<file path="src/rtl/apcs_pkg.sv">
// ----------------------------------------------------------------------------
// apcs_pkg
// Types and constants shared by the ATA PIO command sequencer modules.
// ----------------------------------------------------------------------------
package apcs_pkg;

  localparam int unsigned MaxChunk       = 255;
  localparam int unsigned WordsPerSector = 256;
  localparam int unsigned MaxResults     = 6;
  localparam int unsigned QueueDepth     = 2;

  localparam logic [28:0] LbaLimit   = 29'h1000_0000;
  localparam logic [7:0]  DevBase    = 8'he0;
  localparam logic [7:0]  StAllOnes  = 8'hff;
  localparam logic [7:0]  CmdRead    = 8'h20;
  localparam logic [7:0]  CmdWrite   = 8'h30;
  localparam logic [7:0]  CmdFlush   = 8'he7;
  localparam logic [22:0] SpinReset  = 23'd5000000;

  // input op codes
  typedef enum logic [1:0] {
    OP_REQ   = 2'd0,
    OP_RESP  = 2'd1,
    OP_HOSTW = 2'd2,
    OP_NONE  = 2'd3
  } op_e;

  // request kinds
  typedef enum logic [1:0] {
    CMD_READ  = 2'd0,
    CMD_WRITE = 2'd1,
    CMD_FLUSH = 2'd2,
    CMD_UNSUP = 2'd3
  } cmd_e;

  // result kinds
  typedef enum logic [2:0] {
    K_WB    = 3'd0,
    K_RB    = 3'd1,
    K_WW    = 3'd2,
    K_RW    = 3'd3,
    K_NEED  = 3'd4,
    K_DELIV = 3'd5,
    K_DONE  = 3'd6,
    K_RSVD  = 3'd7
  } kind_e;

  // done status codes
  typedef enum logic [1:0] {
    ST_OK    = 2'd0,
    ST_RANGE = 2'd1,
    ST_IOERR = 2'd2,
    ST_UNSUP = 2'd3
  } status_e;

  // configuration register indexes
  typedef enum logic [1:0] {
    REG_IO_BASE = 2'd0,
    REG_CONTROL = 2'd1,
    REG_DRIVE   = 2'd2,
    REG_SPIN    = 2'd3
  } reg_e;

  typedef struct packed {
    logic [1:0]  op;
    logic [1:0]  cmd;
    logic [47:0] start_block;
    logic [31:0] block_count;
    logic [15:0] data_in;
  } in_item_t;

  typedef struct packed {
    logic [2:0]  kind;
    logic [15:0] port;
    logic [15:0] value;
    logic [1:0]  status_code;
    logic        last;
  } out_item_t;

  // all results caused by one input item
  typedef struct packed {
    out_item_t [MaxResults-1:0] res;
    logic [2:0]                 cnt;
  } bundle_t;

  function automatic out_item_t mk_res(kind_e k, logic [15:0] p, logic [15:0] v,
                                       status_e s);
    out_item_t r;
    r.kind        = k;
    r.port        = p;
    r.value       = v;
    r.status_code = s;
    r.last        = 1'b0;
    return r;
  endfunction

endpackage

</file>
<file path="src/rtl/apcs_front.sv">
// ----------------------------------------------------------------------------
// apcs_front
// Takes input items, advances the sequencer state and builds the list of
// results that each item causes.
// ----------------------------------------------------------------------------
module apcs_front import apcs_pkg::*; (
  input  logic        clk_i,
  input  logic        rst_ni,
  input  logic        accept_i,
  input  in_item_t    item_i,
  input  logic        cfg_we_i,
  input  logic [1:0]  cfg_idx_i,
  input  logic [22:0] cfg_data_i,
  output logic        push_o,
  output bundle_t     bundle_o
);

  typedef enum logic [3:0] {
    PH_IDLE, PH_W1, PH_DLY, PH_W2, PH_DRQ, PH_RD, PH_WR, PH_WBSY, PH_FBSY, PH_FSTAT
  } phase_e;

  phase_e      phase_q, phase_d;
  logic [1:0]  rk_q, rk_d;
  logic [27:0] lba_q, lba_d;
  logic [28:0] rem_q, rem_d;
  logic [7:0]  chk_q, chk_d;
  logic [7:0]  sec_q, sec_d;
  logic [8:0]  wi_q, wi_d;
  logic [22:0] pc_q, pc_d;

  logic [15:0] io_base_q, ctrl_q;
  logic        drive_q;
  logic [22:0] spin_q;

  out_item_t [MaxResults-1:0] res;
  logic [2:0]  n;
  logic [7:0]  s;
  logic [22:0] lim, pc1;
  logic [28:0] room;
  logic        end_sec, end_chk;

  // configuration registers
  always_ff @(posedge clk_i or negedge rst_ni) begin
    if (!rst_ni) begin
      io_base_q <= 16'd496;
      ctrl_q    <= 16'd1014;
      drive_q   <= 1'b0;
      spin_q    <= SpinReset;
    end else if (cfg_we_i) begin
      unique case (reg_e'(cfg_idx_i))
        REG_IO_BASE: io_base_q <= cfg_data_i[15:0];
        REG_CONTROL: ctrl_q    <= cfg_data_i[15:0];
        REG_DRIVE:   drive_q   <= cfg_data_i[0];
        REG_SPIN:    spin_q    <= cfg_data_i;
        default:     ;
      endcase
    end
  end

  assign s    = item_i.data_in[7:0];
  assign lim  = (spin_q == '0) ? 23'd1 : spin_q;
  assign pc1  = pc_q + 23'd1;
  assign room = LbaLimit - {1'b0, item_i.start_block[27:0]};

  // sequencer step
  always_comb begin
    phase_d = phase_q;
    rk_d    = rk_q;
    lba_d   = lba_q;
    rem_d   = rem_q;
    chk_d   = chk_q;
    sec_d   = sec_q;
    wi_d    = wi_q;
    pc_d    = pc_q;
    res     = '0;
    n       = '0;
    end_sec = 1'b0;
    end_chk = 1'b0;
    if (accept_i) begin
      if (op_e'(item_i.op) == OP_REQ && phase_q == PH_IDLE) begin
        if (cmd_e'(item_i.cmd) == CMD_UNSUP) begin
          res[n] = mk_res(K_DONE, '0, '0, ST_UNSUP); n = n + 3'd1;
        end else begin
          rk_d = item_i.cmd;
          if (cmd_e'(item_i.cmd) == CMD_FLUSH) begin
            lba_d = '0; pc_d = '0; phase_d = PH_W1;
            res[n] = mk_res(K_RB, ctrl_q, '0, ST_OK); n = n + 3'd1;
          end else if (item_i.start_block[47:28] != '0 ||
                       item_i.block_count > {3'b0, room}) begin
            res[n] = mk_res(K_DONE, '0, '0, ST_RANGE); n = n + 3'd1;
          end else if (item_i.block_count == '0) begin
            res[n] = mk_res(K_DONE, '0, '0, ST_OK); n = n + 3'd1;
          end else begin
            lba_d = item_i.start_block[27:0];
            rem_d = item_i.block_count[28:0];
            chk_d = (rem_d > 29'(MaxChunk)) ? 8'(MaxChunk) : rem_d[7:0];
            sec_d = '0; pc_d = '0; phase_d = PH_W1;
            res[n] = mk_res(K_RB, ctrl_q, '0, ST_OK); n = n + 3'd1;
          end
        end
      end else if (op_e'(item_i.op) == OP_RESP && phase_q != PH_IDLE &&
                   phase_q != PH_WR) begin
        unique case (phase_q)
          PH_W1, PH_W2, PH_WBSY, PH_FBSY: begin
            if (s == StAllOnes) begin
              phase_d = PH_IDLE;
              res[n] = mk_res(K_DONE, '0, '0, ST_IOERR); n = n + 3'd1;
            end else if (s[7]) begin
              pc_d = pc1;
              if (pc1 >= lim) begin
                phase_d = PH_IDLE;
                res[n] = mk_res(K_DONE, '0, '0, ST_IOERR); n = n + 3'd1;
              end else begin
                res[n] = mk_res(K_RB, ctrl_q, '0, ST_OK); n = n + 3'd1;
              end
            end else if (phase_q == PH_W1) begin
              res[n] = mk_res(K_WB, io_base_q + 16'd6,
                              {8'd0, DevBase | {3'd0, drive_q, lba_q[27:24]}}, ST_OK);
              n = n + 3'd1;
              pc_d = 23'd1; phase_d = PH_DLY;
              res[n] = mk_res(K_RB, ctrl_q, '0, ST_OK); n = n + 3'd1;
            end else if (phase_q == PH_W2) begin
              if (cmd_e'(rk_q) == CMD_FLUSH) begin
                res[n] = mk_res(K_WB, io_base_q + 16'd7, {8'd0, CmdFlush}, ST_OK);
                n = n + 3'd1;
                pc_d = '0; phase_d = PH_FBSY;
              end else begin
                res[n] = mk_res(K_WB, io_base_q + 16'd2, {8'd0, chk_q}, ST_OK);
                n = n + 3'd1;
                res[n] = mk_res(K_WB, io_base_q + 16'd3, {8'd0, lba_q[7:0]}, ST_OK);
                n = n + 3'd1;
                res[n] = mk_res(K_WB, io_base_q + 16'd4, {8'd0, lba_q[15:8]}, ST_OK);
                n = n + 3'd1;
                res[n] = mk_res(K_WB, io_base_q + 16'd5, {8'd0, lba_q[23:16]}, ST_OK);
                n = n + 3'd1;
                res[n] = mk_res(K_WB, io_base_q + 16'd7,
                                {8'd0, (cmd_e'(rk_q) == CMD_WRITE) ? CmdWrite : CmdRead},
                                ST_OK);
                n = n + 3'd1;
                pc_d = '0; phase_d = PH_DRQ;
              end
              res[n] = mk_res(K_RB, ctrl_q, '0, ST_OK); n = n + 3'd1;
            end else if (phase_q == PH_WBSY) begin
              end_chk = 1'b1;
            end else begin
              phase_d = PH_FSTAT;
              res[n] = mk_res(K_RB, io_base_q + 16'd7, '0, ST_OK); n = n + 3'd1;
            end
          end
          PH_DLY: begin
            if (pc_q < 23'd4) begin
              pc_d = pc1;
            end else begin
              pc_d = '0; phase_d = PH_W2;
            end
            res[n] = mk_res(K_RB, ctrl_q, '0, ST_OK); n = n + 3'd1;
          end
          PH_DRQ: begin
            if (s == StAllOnes || s[5] || s[0]) begin
              phase_d = PH_IDLE;
              res[n] = mk_res(K_DONE, '0, '0, ST_IOERR); n = n + 3'd1;
            end else if (!s[7] && s[3]) begin
              wi_d = '0;
              if (cmd_e'(rk_q) == CMD_WRITE) begin
                phase_d = PH_WR;
                res[n] = mk_res(K_NEED, '0, '0, ST_OK); n = n + 3'd1;
              end else begin
                phase_d = PH_RD;
                res[n] = mk_res(K_RW, io_base_q, '0, ST_OK); n = n + 3'd1;
              end
            end else begin
              pc_d = pc1;
              if (pc1 >= lim) begin
                phase_d = PH_IDLE;
                res[n] = mk_res(K_DONE, '0, '0, ST_IOERR); n = n + 3'd1;
              end else begin
                res[n] = mk_res(K_RB, ctrl_q, '0, ST_OK); n = n + 3'd1;
              end
            end
          end
          PH_RD: begin
            res[n] = mk_res(K_DELIV, '0, item_i.data_in, ST_OK); n = n + 3'd1;
            wi_d = wi_q + 9'd1;
            if (wi_d < 9'(WordsPerSector)) begin
              res[n] = mk_res(K_RW, io_base_q, '0, ST_OK); n = n + 3'd1;
            end else begin
              end_sec = 1'b1;
            end
          end
          PH_FSTAT: begin
            phase_d = PH_IDLE;
            res[n] = mk_res(K_DONE, '0, '0, (s[5] || s[0]) ? ST_IOERR : ST_OK);
            n = n + 3'd1;
          end
          default: ;
        endcase
      end else if (op_e'(item_i.op) == OP_HOSTW && phase_q == PH_WR) begin
        res[n] = mk_res(K_WW, io_base_q, item_i.data_in, ST_OK); n = n + 3'd1;
        wi_d = wi_q + 9'd1;
        if (wi_d < 9'(WordsPerSector)) begin
          res[n] = mk_res(K_NEED, '0, '0, ST_OK); n = n + 3'd1;
        end else begin
          end_sec = 1'b1;
        end
      end
      // sector finished
      if (end_sec) begin
        sec_d = sec_q + 8'd1;
        if (sec_d < chk_q) begin
          pc_d = '0; phase_d = PH_DRQ;
          res[n] = mk_res(K_RB, ctrl_q, '0, ST_OK); n = n + 3'd1;
        end else if (cmd_e'(rk_q) == CMD_WRITE) begin
          pc_d = '0; phase_d = PH_WBSY;
          res[n] = mk_res(K_RB, ctrl_q, '0, ST_OK); n = n + 3'd1;
        end else begin
          end_chk = 1'b1;
        end
      end
      // chunk finished
      if (end_chk) begin
        lba_d = lba_q + {20'd0, chk_q};
        rem_d = rem_q - {21'd0, chk_q};
        if (rem_d == '0) begin
          phase_d = PH_IDLE;
          res[n] = mk_res(K_DONE, '0, '0, ST_OK); n = n + 3'd1;
        end else begin
          chk_d = (rem_d > 29'(MaxChunk)) ? 8'(MaxChunk) : rem_d[7:0];
          sec_d = '0; pc_d = '0; phase_d = PH_W1;
          res[n] = mk_res(K_RB, ctrl_q, '0, ST_OK); n = n + 3'd1;
        end
      end
    end
  end

  assign push_o       = accept_i && (n != '0);
  assign bundle_o.res = res;
  assign bundle_o.cnt = n;

  // sequencer state
  always_ff @(posedge clk_i or negedge rst_ni) begin
    if (!rst_ni) begin
      phase_q <= PH_IDLE;
      rk_q    <= '0;
      lba_q   <= '0;
      rem_q   <= '0;
      chk_q   <= '0;
      sec_q   <= '0;
      wi_q    <= '0;
      pc_q    <= '0;
    end else begin
      phase_q <= phase_d;
      rk_q    <= rk_d;
      lba_q   <= lba_d;
      rem_q   <= rem_d;
      chk_q   <= chk_d;
      sec_q   <= sec_d;
      wi_q    <= wi_d;
      pc_q    <= pc_d;
    end
  end

endmodule

</file>
<file path="src/rtl/apcs_queue.sv">
// ----------------------------------------------------------------------------
// apcs_queue
// Short queue of result bundles; hands out their results one item at a time.
// ----------------------------------------------------------------------------
module apcs_queue import apcs_pkg::*; (
  input  logic      clk_i,
  input  logic      rst_ni,
  input  logic      push_i,
  input  bundle_t   bundle_i,
  output logic      full_o,
  output logic      empty_o,
  input  logic      pop_i,
  output out_item_t item_o
);

  bundle_t    mem_q [QueueDepth];
  logic       head_q, tail_q;
  logic [1:0] count_q;
  logic [2:0] idx_q;
  logic       pop_en, last_res, drop;
  bundle_t    head_b;

  assign head_b   = mem_q[head_q];
  assign full_o   = (count_q == 2'(QueueDepth));
  assign empty_o  = (count_q == '0);
  assign pop_en   = pop_i && !empty_o;
  assign last_res = (idx_q == head_b.cnt - 3'd1);
  assign drop     = pop_en && last_res;

  // present current result
  always_comb begin
    item_o      = head_b.res[idx_q];
    item_o.last = last_res;
  end

  // bundle storage
  always_ff @(posedge clk_i) begin
    if (push_i) begin
      mem_q[tail_q] <= bundle_i;
    end
  end

  // pointers and counts
  always_ff @(posedge clk_i or negedge rst_ni) begin
    if (!rst_ni) begin
      head_q  <= 1'b0;
      tail_q  <= 1'b0;
      count_q <= '0;
      idx_q   <= '0;
    end else begin
      if (push_i) begin
        tail_q <= ~tail_q;
      end
      if (drop) begin
        head_q <= ~head_q;
        idx_q  <= '0;
      end else if (pop_en) begin
        idx_q <= idx_q + 3'd1;
      end
      count_q <= count_q + {1'b0, push_i} - {1'b0, drop};
    end
  end

  // checks
  a_no_overflow: assert property (@(posedge clk_i) disable iff (!rst_ni)
    push_i |-> !full_o) else $error("bundle pushed into full queue");
  a_nonempty_bundle: assert property (@(posedge clk_i) disable iff (!rst_ni)
    push_i |-> bundle_i.cnt != '0) else $error("empty bundle pushed");
  a_idx_range: assert property (@(posedge clk_i) disable iff (!rst_ni)
    !empty_o |-> idx_q < head_b.cnt) else $error("result index past bundle end");
  a_count_range: assert property (@(posedge clk_i) disable iff (!rst_ni)
    count_q <= 2'(QueueDepth)) else $error("queue count out of range");

endmodule

</file>
<file path="src/rtl/ata_pio_command_sequencer.sv">
// ----------------------------------------------------------------------------
// ata_pio_command_sequencer
// Host-side ATA PIO LBA28 sequencer: requests in, bus accesses and host
// words out.
// ----------------------------------------------------------------------------
// Input items (requests, bus read responses, host write words) are pushed
// with push while full is low. Results (bus accesses, host word requests,
// delivered words, done) are read with pop while empty is low; last marks
// the final result caused by one input item.
// An accepted item updates the sequencer state and its results (up to six;
// none for a misplaced item) enter a two-bundle queue. Items can be taken
// every cycle while full is low; the output side drains one result per
// cycle while pop is high, and full rises once two bundles wait.
// Configuration writes (cfg_we_i, cfg_idx_i, cfg_data_i) are registered;
// the user must make them only while the block is idle; the block itself
// does not enforce this. Reset empties the queue, returns the sequencer to
// idle and loads the register reset values. A stalled output side backs up
// the queue and, once it is full, holds off new input items.
// ----------------------------------------------------------------------------
module ata_pio_command_sequencer import apcs_pkg::*; (
  input  logic        clk_i,
  input  logic        rst_ni,
  input  logic        push,
  output logic        full,
  input  in_item_t    in_data_i,
  output logic        empty,
  input  logic        pop,
  output out_item_t   out_data_o,
  input  logic        cfg_we_i,
  input  logic [1:0]  cfg_idx_i,
  input  logic [22:0] cfg_data_i
);

  logic    accept, q_push;
  bundle_t bundle;

  assign accept = push && !full;

  apcs_front u_front (
    .clk_i,
    .rst_ni,
    .accept_i   (accept),
    .item_i     (in_data_i),
    .cfg_we_i,
    .cfg_idx_i,
    .cfg_data_i,
    .push_o     (q_push),
    .bundle_o   (bundle)
  );

  apcs_queue u_queue (
    .clk_i,
    .rst_ni,
    .push_i   (q_push),
    .bundle_i (bundle),
    .full_o   (full),
    .empty_o  (empty),
    .pop_i    (pop),
    .item_o   (out_data_o)
  );

endmodule

</file>
<file path="config.mk">
export PLATFORM = sky130hd
export DESIGN_NAME = ata_pio_command_sequencer
export DESIGN_NICKNAME = d
export VERILOG_FILES = /design/src/rtl/apcs_pkg.sv /design/src/rtl/apcs_front.sv /design/src/rtl/apcs_queue.sv /design/src/rtl/ata_pio_command_sequencer.sv
export SDC_FILE = /design/constraint.sdc
export NUM_CORES = 1
export LEC_CHECK = 0
export BUFFER_PORTS_ARGS = -buffer_cell sky130_fd_sc_hd__buf_2
export CAP_MARGIN = 20
export CORE_UTILIZATION = 62
export CTS_CLUSTER_DIAMETER = 60
export CTS_CLUSTER_SIZE = 20
export DETAILED_ROUTE_END_ITERATION = 10
export HOLD_SLACK_MARGIN = 0.06
export PLACE_DENSITY = 0.83
export SKIP_CTS_REPAIR_TIMING = 1
export SYNTH_ARGS = -nofsm -noshare
export SYNTH_HDL_FRONTEND = slang
export SYNTH_SLANG_ARGS = --single-unit
</file>
<file path="constraint.sdc">
create_clock -name clk_i -period 14.9 [get_ports clk_i]
set_input_delay 1.49 -clock clk_i [delete_from_list [all_inputs] [get_ports clk_i]]
set_output_delay 1.49 -clock clk_i [all_outputs]
set_load 0.05 [all_outputs]
</file>
==> metrics, run 1 <==
NumNets Final between 3000 and 4000; share of cells above drive strength 1 0.163; first-pass GRT wire length around 130000 um; DRC 0; max-cap viol count 0; via count approximately 24000; pwr/cell area roughly 160 nW/um^2; RSZ-0062 raised after global routing false; post-synthesis sequential area ratio 0.487; main area contributors after synthesis edfxtp_1 (33%), dfrtp_1 (14%), mux4_2 (5.3%), ha_1 (4.2%), a21oi_1 (3.5%); Final Max Tran Viols 0; clk slew on worst S/H paths roughly 0.070 ns; area leader, netlist edfxtp_1; Commonest cells post-synth edfxtp_1 (314), nor2_1 (253), nand2_1 (217); slew of the pin with the lowest slew margin 1.10 ns; asr flop ratio synth 0.357; predominant post-synthesis flop cell edfxtp_1; FP Rows 77; largest net degree at the start of global routing ~160; grt ovf 0; clock sink total ~490; Hold WC Path Type flip-flop to flip-flop; Critical Path Sink Type flip-flop; Port Buffer Count 169; initial antenna violation count 7; Util after Layout 0.698; DR vias/cell 6.95; Synth Register Bits a little under 500; Netlist Area Pre-Place approximately 28000 sq um; WL final between 80000 and 90000 um; critical path startpoint category primary input; core area 44600 sq um; top-level I/O count 170; Final setup violation count 0; Initial DRC Count 3374; post-synthesis average cell area approximately 11 sq um; area grow syn2layout 9.94%; Slew HR 0.269; Lkg Pwr 12.3 nW; Post-DP HPWL ~60000 um; die width around 220 um; die area about 47000 sq um; All-Layer GR Usage 0.372; htree depth 2; Synth cell types 91; top-count cell post-synth edfxtp_1; Final period util 0.402; clock skew about 0.044 ns; critical path class primary input to flip-flop; CTS Buf Count just over 40; fmax about 170 MHz; Final Hold Fails 0; yosys warns 0; DR WL/cell roughly 25 um; status complete, no violations; GP Congestion about 1; vias in the first global route about 23000; Starting Density 0.635; post-synthesis instance total about 2700; Post-synth EDFFs ~310; worst-path fanout max between 150 and 200; DRT Pass-1 Iters 6; Fillers 3287; Final TNS setup 0 ns; clk root buf clkbuf_16; worst vdd ir 205 uV; Die H 216 um; WP data arrival 6.13 ns; ANT nets after route 0; final critical-path required period approximately 6.0 ns; Synth top area share 0.333; CP required 15.03 ns; Longest Clk Path Bufs 3; Tot Pwr ~5.1 mW; CTS tree yes; post-placement cell count 3343; post-route insts no fill roughly 3400; Clk Latency, worst-skew pair just over 0.6 ns
[cells in the final DEF, fill, tap and decap left out, types with 39 or more instances in the layout]
cell	Yosys	layout
a21oi_1	200	198
and3_1	64	64
buf_2	17	168
clkbuf_16	0	43
dfrtp_1	153	151
edfxtp_1	314	314
ha_1	96	96
inv_1	85	85
mux2_2	58	58
mux2i_1	49	49
mux4_2	67	67
nand2_1	217	217
nand3_1	74	74
nand4_1	39	39
nor2_1	253	250
nor3_1	65	64
o21ai_0	170	170
o22ai_1	58	58
xnor2_1	65	65
xor2_1	50	50
[cells by family (layout without fill, tap and decap cells)]
logic type / after synthesis / after routing / synth area share
xor+xnor: 115 / 115 / 0.0356
mux: 174 / 174 / 0.0936
other cells: 1 / 15 / 0.000132
compound gates: 686 / 686 / 0.153
buf+inv: 245 / 359 / 0.0341
simple gates: 890 / 890 / 0.153
fa+ha+maj: 98 / 98 / 0.0438
flops: 488 / 488 / 0.487
[layout make-up]
type | instances | area (sq um) | area share
Timing Repair Buffer | 201 | 1120 | 0.0361
Inverter | 86 | 323 | 0.0104
Multi-Input combinational cell | 1977 | 13700 | 0.439
Sequential cell | 488 | 13800 | 0.444
Clock inverter | 25 | 372 | 0.0119
Antenna cell | 1 | 2.50 | 0.0000804
Tap cell | 592 | 741 | 0.0238
Clock buffer | 47 | 1090 | 0.0350
[layer usage]
layer  global-route usage  vias to the layer above  routed length (um)  share of wire
met1                0.512                    11600               33700           0.39
li1                     -                    10300                   -              -
met3               0.0758                      245                9660           0.11
met4                0.139                       10                3370          0.039
met2                0.584                     1580               40000           0.46
met5                    0                        -                  72        0.00083
[report_power, final]
group	switching [mW]	leakage [nW]	internal, mW	total (mW)
clock network	0.535	0.697	0.649	1.18
logic	1.34	6.38	0.689	2.03
registers	0.228	5.18	1.66	1.88
total	2.11	12.3	2.99	5.10
[stage by stage]
step | hold WS, ns | area, sq um | setup WS (ns)
global placement | 0.471 | 29700 | 8.74
detailed placement | 0.479 | 29700 | 8.65
floorplan | 0.451 | 28400 | 3.80
global route | 0.538 | 31100 | 8.79
CTS | 0.494 | 31100 | 9.24
finish | 0.489 | 31100 | 8.90
[critical path: stages]
cell      delay (ns)
buf_2           0.13
nor4bb_1        0.43
nand2_1         0.32
nand2_1         0.42
nand2_1         0.31
a21oi_1         0.80
a21o_1          0.23
ha_1            0.22
a221oi_1        0.27
nor2_1          0.11
nor3_1          0.75
nor2_4          0.05
buf_12          0.28
[state kept, by name, indices dropped and copies added, names as in the netlist, 2 cells and up]
name,flops
u_front.spin_q,23
u_front.pc_q,23
u_front.ctrl_q,16
u_front.lba_q,28
u_front.io_base_q,16
u_queue.mem_q,314
u_front.wi_q,9
u_queue.idx_q,3
u_front.phase_q,4
u_queue.count_q,2
u_front.rem_q,29
u_front.chk_q,8
u_front.sec_q,8
u_front.rk_q,2
[path summary, 6_finish.rpt]
| check | from | endpoint | slack, ns | cells past startpoint |
|---|---|---|---|---|
| min | u_front.rem_q[4] | u_front.rem_q[4] | 0.49 | 2 |
| min in group asynchronous | rst_ni | u_front.rem_q[17] | 1.01 | 1 |
| max in group asynchronous | rst_ni | u_front.io_base_q[2] | 12.30 | 2 |
| max | in_data_i[99] | u_queue.mem_q[0][20] | 8.90 | 13 |
| max reg2reg | u_front.phase_q[1] | u_queue.mem_q[0][20] | 9.10 | 12 |
| min reg2reg | u_front.rem_q[4] | u_front.rem_q[4] | 0.49 | 2 |
(Power assumes the default switching activity.)
==> run 2: changes to the inputs <==
Settings changed: CORE_UTILIZATION 62 to 56, PLACE_DENSITY 0.83 to 0.79.
Clock period 14.9 ns to 5.1 ns, I/O delays scaled along.
==> metrics, run 2 (synthesized netlist as in run 1, its figures left out) <==
Starting Density 0.566; clk root buf clkbuf_16; DRT Pass-1 Iters 7; share of power burned in the clock network 0.223; final critical-path required period 4.74 ns; area grow syn2layout 11.8%; critical path startpoint category flip-flop; Internal Pwr Total about 8.6 mW; Sw Pwr 6.33 mW; GP Congestion a little under 1; clock sink total just under 500; top-level I/O count between 150 and 200; fmax 211 MHz; die area ~50000 sq um; largest net degree at the start of global routing about 140; Hold WS between 0.15 and 0.2 ns; part of the power in registers 0.368; Post-DP HPWL about 66000 um; biggest registers after layout u_queue.mem_q x314, u_front.rem_q x29, u_front.lba_q x28; worst-path fanout max 14; die width about 230 um; Tot Pwr 14.9 mW; All-Layer GR Usage 0.352; htree depth 2; max reg flops about 310; Final Hold Fails 0; initial antenna violation count 3; RSZ-0062 raised after global routing false; core area between 50000 and 60000 sq um; n_diodes 0; max-cap viol count 0; status complete, no violations; vias in the first global route 23000; clk slew on worst S/H paths about 0.080 ns; CTS tree yes; WP data arrival ~5.1 ns; Final setup violation count 0; NumNets Final slightly above 3000; critical path class flip-flop to flip-flop; Hold WC Path Type primary input to flip-flop; Lkg Pwr roughly 12 nW; first-pass GRT wire length approximately 140000 um; clock skew approximately 0.028 ns; slew of the pin with the lowest slew margin between 1 and 1.5 ns; Longest Clk Path Bufs 3; commonest non-fill, non-tap cell in the layout edfxtp_1; via count roughly 24000; CTS Buf Count 41; Port Buffer Count roughly 170; commonest non-fill, non-tap cells in the layout edfxtp_1 (314), nor2_1 (249), nand2_1 (216), a21oi_1 (197), o21ai_0 (170); Slew HR 0.259; worst vdd ir between 300 and 400 uV; Clk Latency, worst-skew pair ~0.60 ns; FP Rows 82; share of cells above drive strength 1 0.178; switch share 0.424; Critical Path Sink Type flip-flop; Final period util 0.929; DRC 0; ANT nets after route 0; Die H 227 um; DR WL/cell roughly 25 um; Comb pwr share 0.409; Top reg by flops u_queue.mem_q; grt ovf 0; pwr/cell area 471 nW/um^2; Final Max Tran Viols 0; Initial DRC Count around 2600; DR vias/cell 6.66; WL final around 90000 um; CP required 5.50 ns
[run 2: changes by cell type in the layout (fill, tap and decap cells not counted), moves of 4 or more]
| cell | delta |
|---|---|
| clkinv_8 | +4 |
| inv_6 | +4 |
| clkinvlp_4 | -4 |
| bufinv_16 | -5 |
| buf_12 | +11 |
| buf_4 | +28 |
[run 2: layer usage]
metal	track usage	part of all wire	vias up
met5	0	0.000089	-
met4	0.161	0.051	2
met3	0.0566	0.085	289
met2	0.587	0.48	1318
met1	0.450	0.38	11500
li1	-	-	10400
[run 2: worst max-delay path, stage by stage (launching register included)]
cell,delay [ns]
dfrtp_1,0.53
ha_1,0.28
and3_1,0.21
and3_1,0.30
and3_1,0.22
nand3_1,0.22
nor2_1,0.32
and3_1,0.24
nand2b_1,0.14
nand2_1,0.06
ha_1,0.22
a211oi_1,0.34
o211a_1,0.21
o21ai_0,0.09
a21oi_1,0.16
buf_4,0.27
a31o_2,0.29
nor3_4,0.06
buf_12,0.15
o22ai_1,0.22
[run 2: metrics by stage]
stage	std cells	TNS (ns)	cell area [sq um]	util	worst slack [ns]
2_1_floorplan	2710	-83.03	28400	-	-0.276
3_3_place_gp	3462	0	30300	0.604	0.170
3_5_place_dp	3462	0	30300	0.604	0.0850
4_1_cts	3535	0	31700	0.632	0.461
5_1_grt	3537	0	31700	0.633	0.0209
6_report	3537	0	31700	0.633	0.363
[run 2: worst paths after layout]
path	startpoint	endpoint	slack, ns	cells past startpoint
hold reg to reg	u_front.rem_q[5]	u_front.rem_q[5]	0.49	2
setup reg to reg	u_front.pc_q[0]	u_queue.mem_q[0][28]	0.36	19
hold / removal	cfg_data_i[21]	u_front.spin_q[21]	0.15	2
max in group asynchronous	rst_ni	u_queue.head_q	3.46	3
min in group asynchronous	rst_ni	u_front.lba_q[16]	0.41	2
setup / recovery	u_front.pc_q[0]	u_queue.mem_q[0][28]	0.36	19
[run 2: final cells by class]
cell class	instances	area (sq um)
sequential	488	13800
tap	672	841
timing repair buffer	241	1570
inverter	86	323
fill	4014	18400
multi-input combinational	1977	13700
clock buffer	47	1060
clock inverter	26	344
[run 2: power by group through the flow]
stage          Combinational, mW  Clock (mW)  Sequential, mW
4_1_cts                     6.05        3.36            5.47
2_1_floorplan               4.49           0            5.12
6_report                    6.11        3.32            5.49
3_3_place_gp                5.90           0            5.52
3_5_place_dp                6.01           0            5.55
5_1_grt                     6.51        3.48            5.55
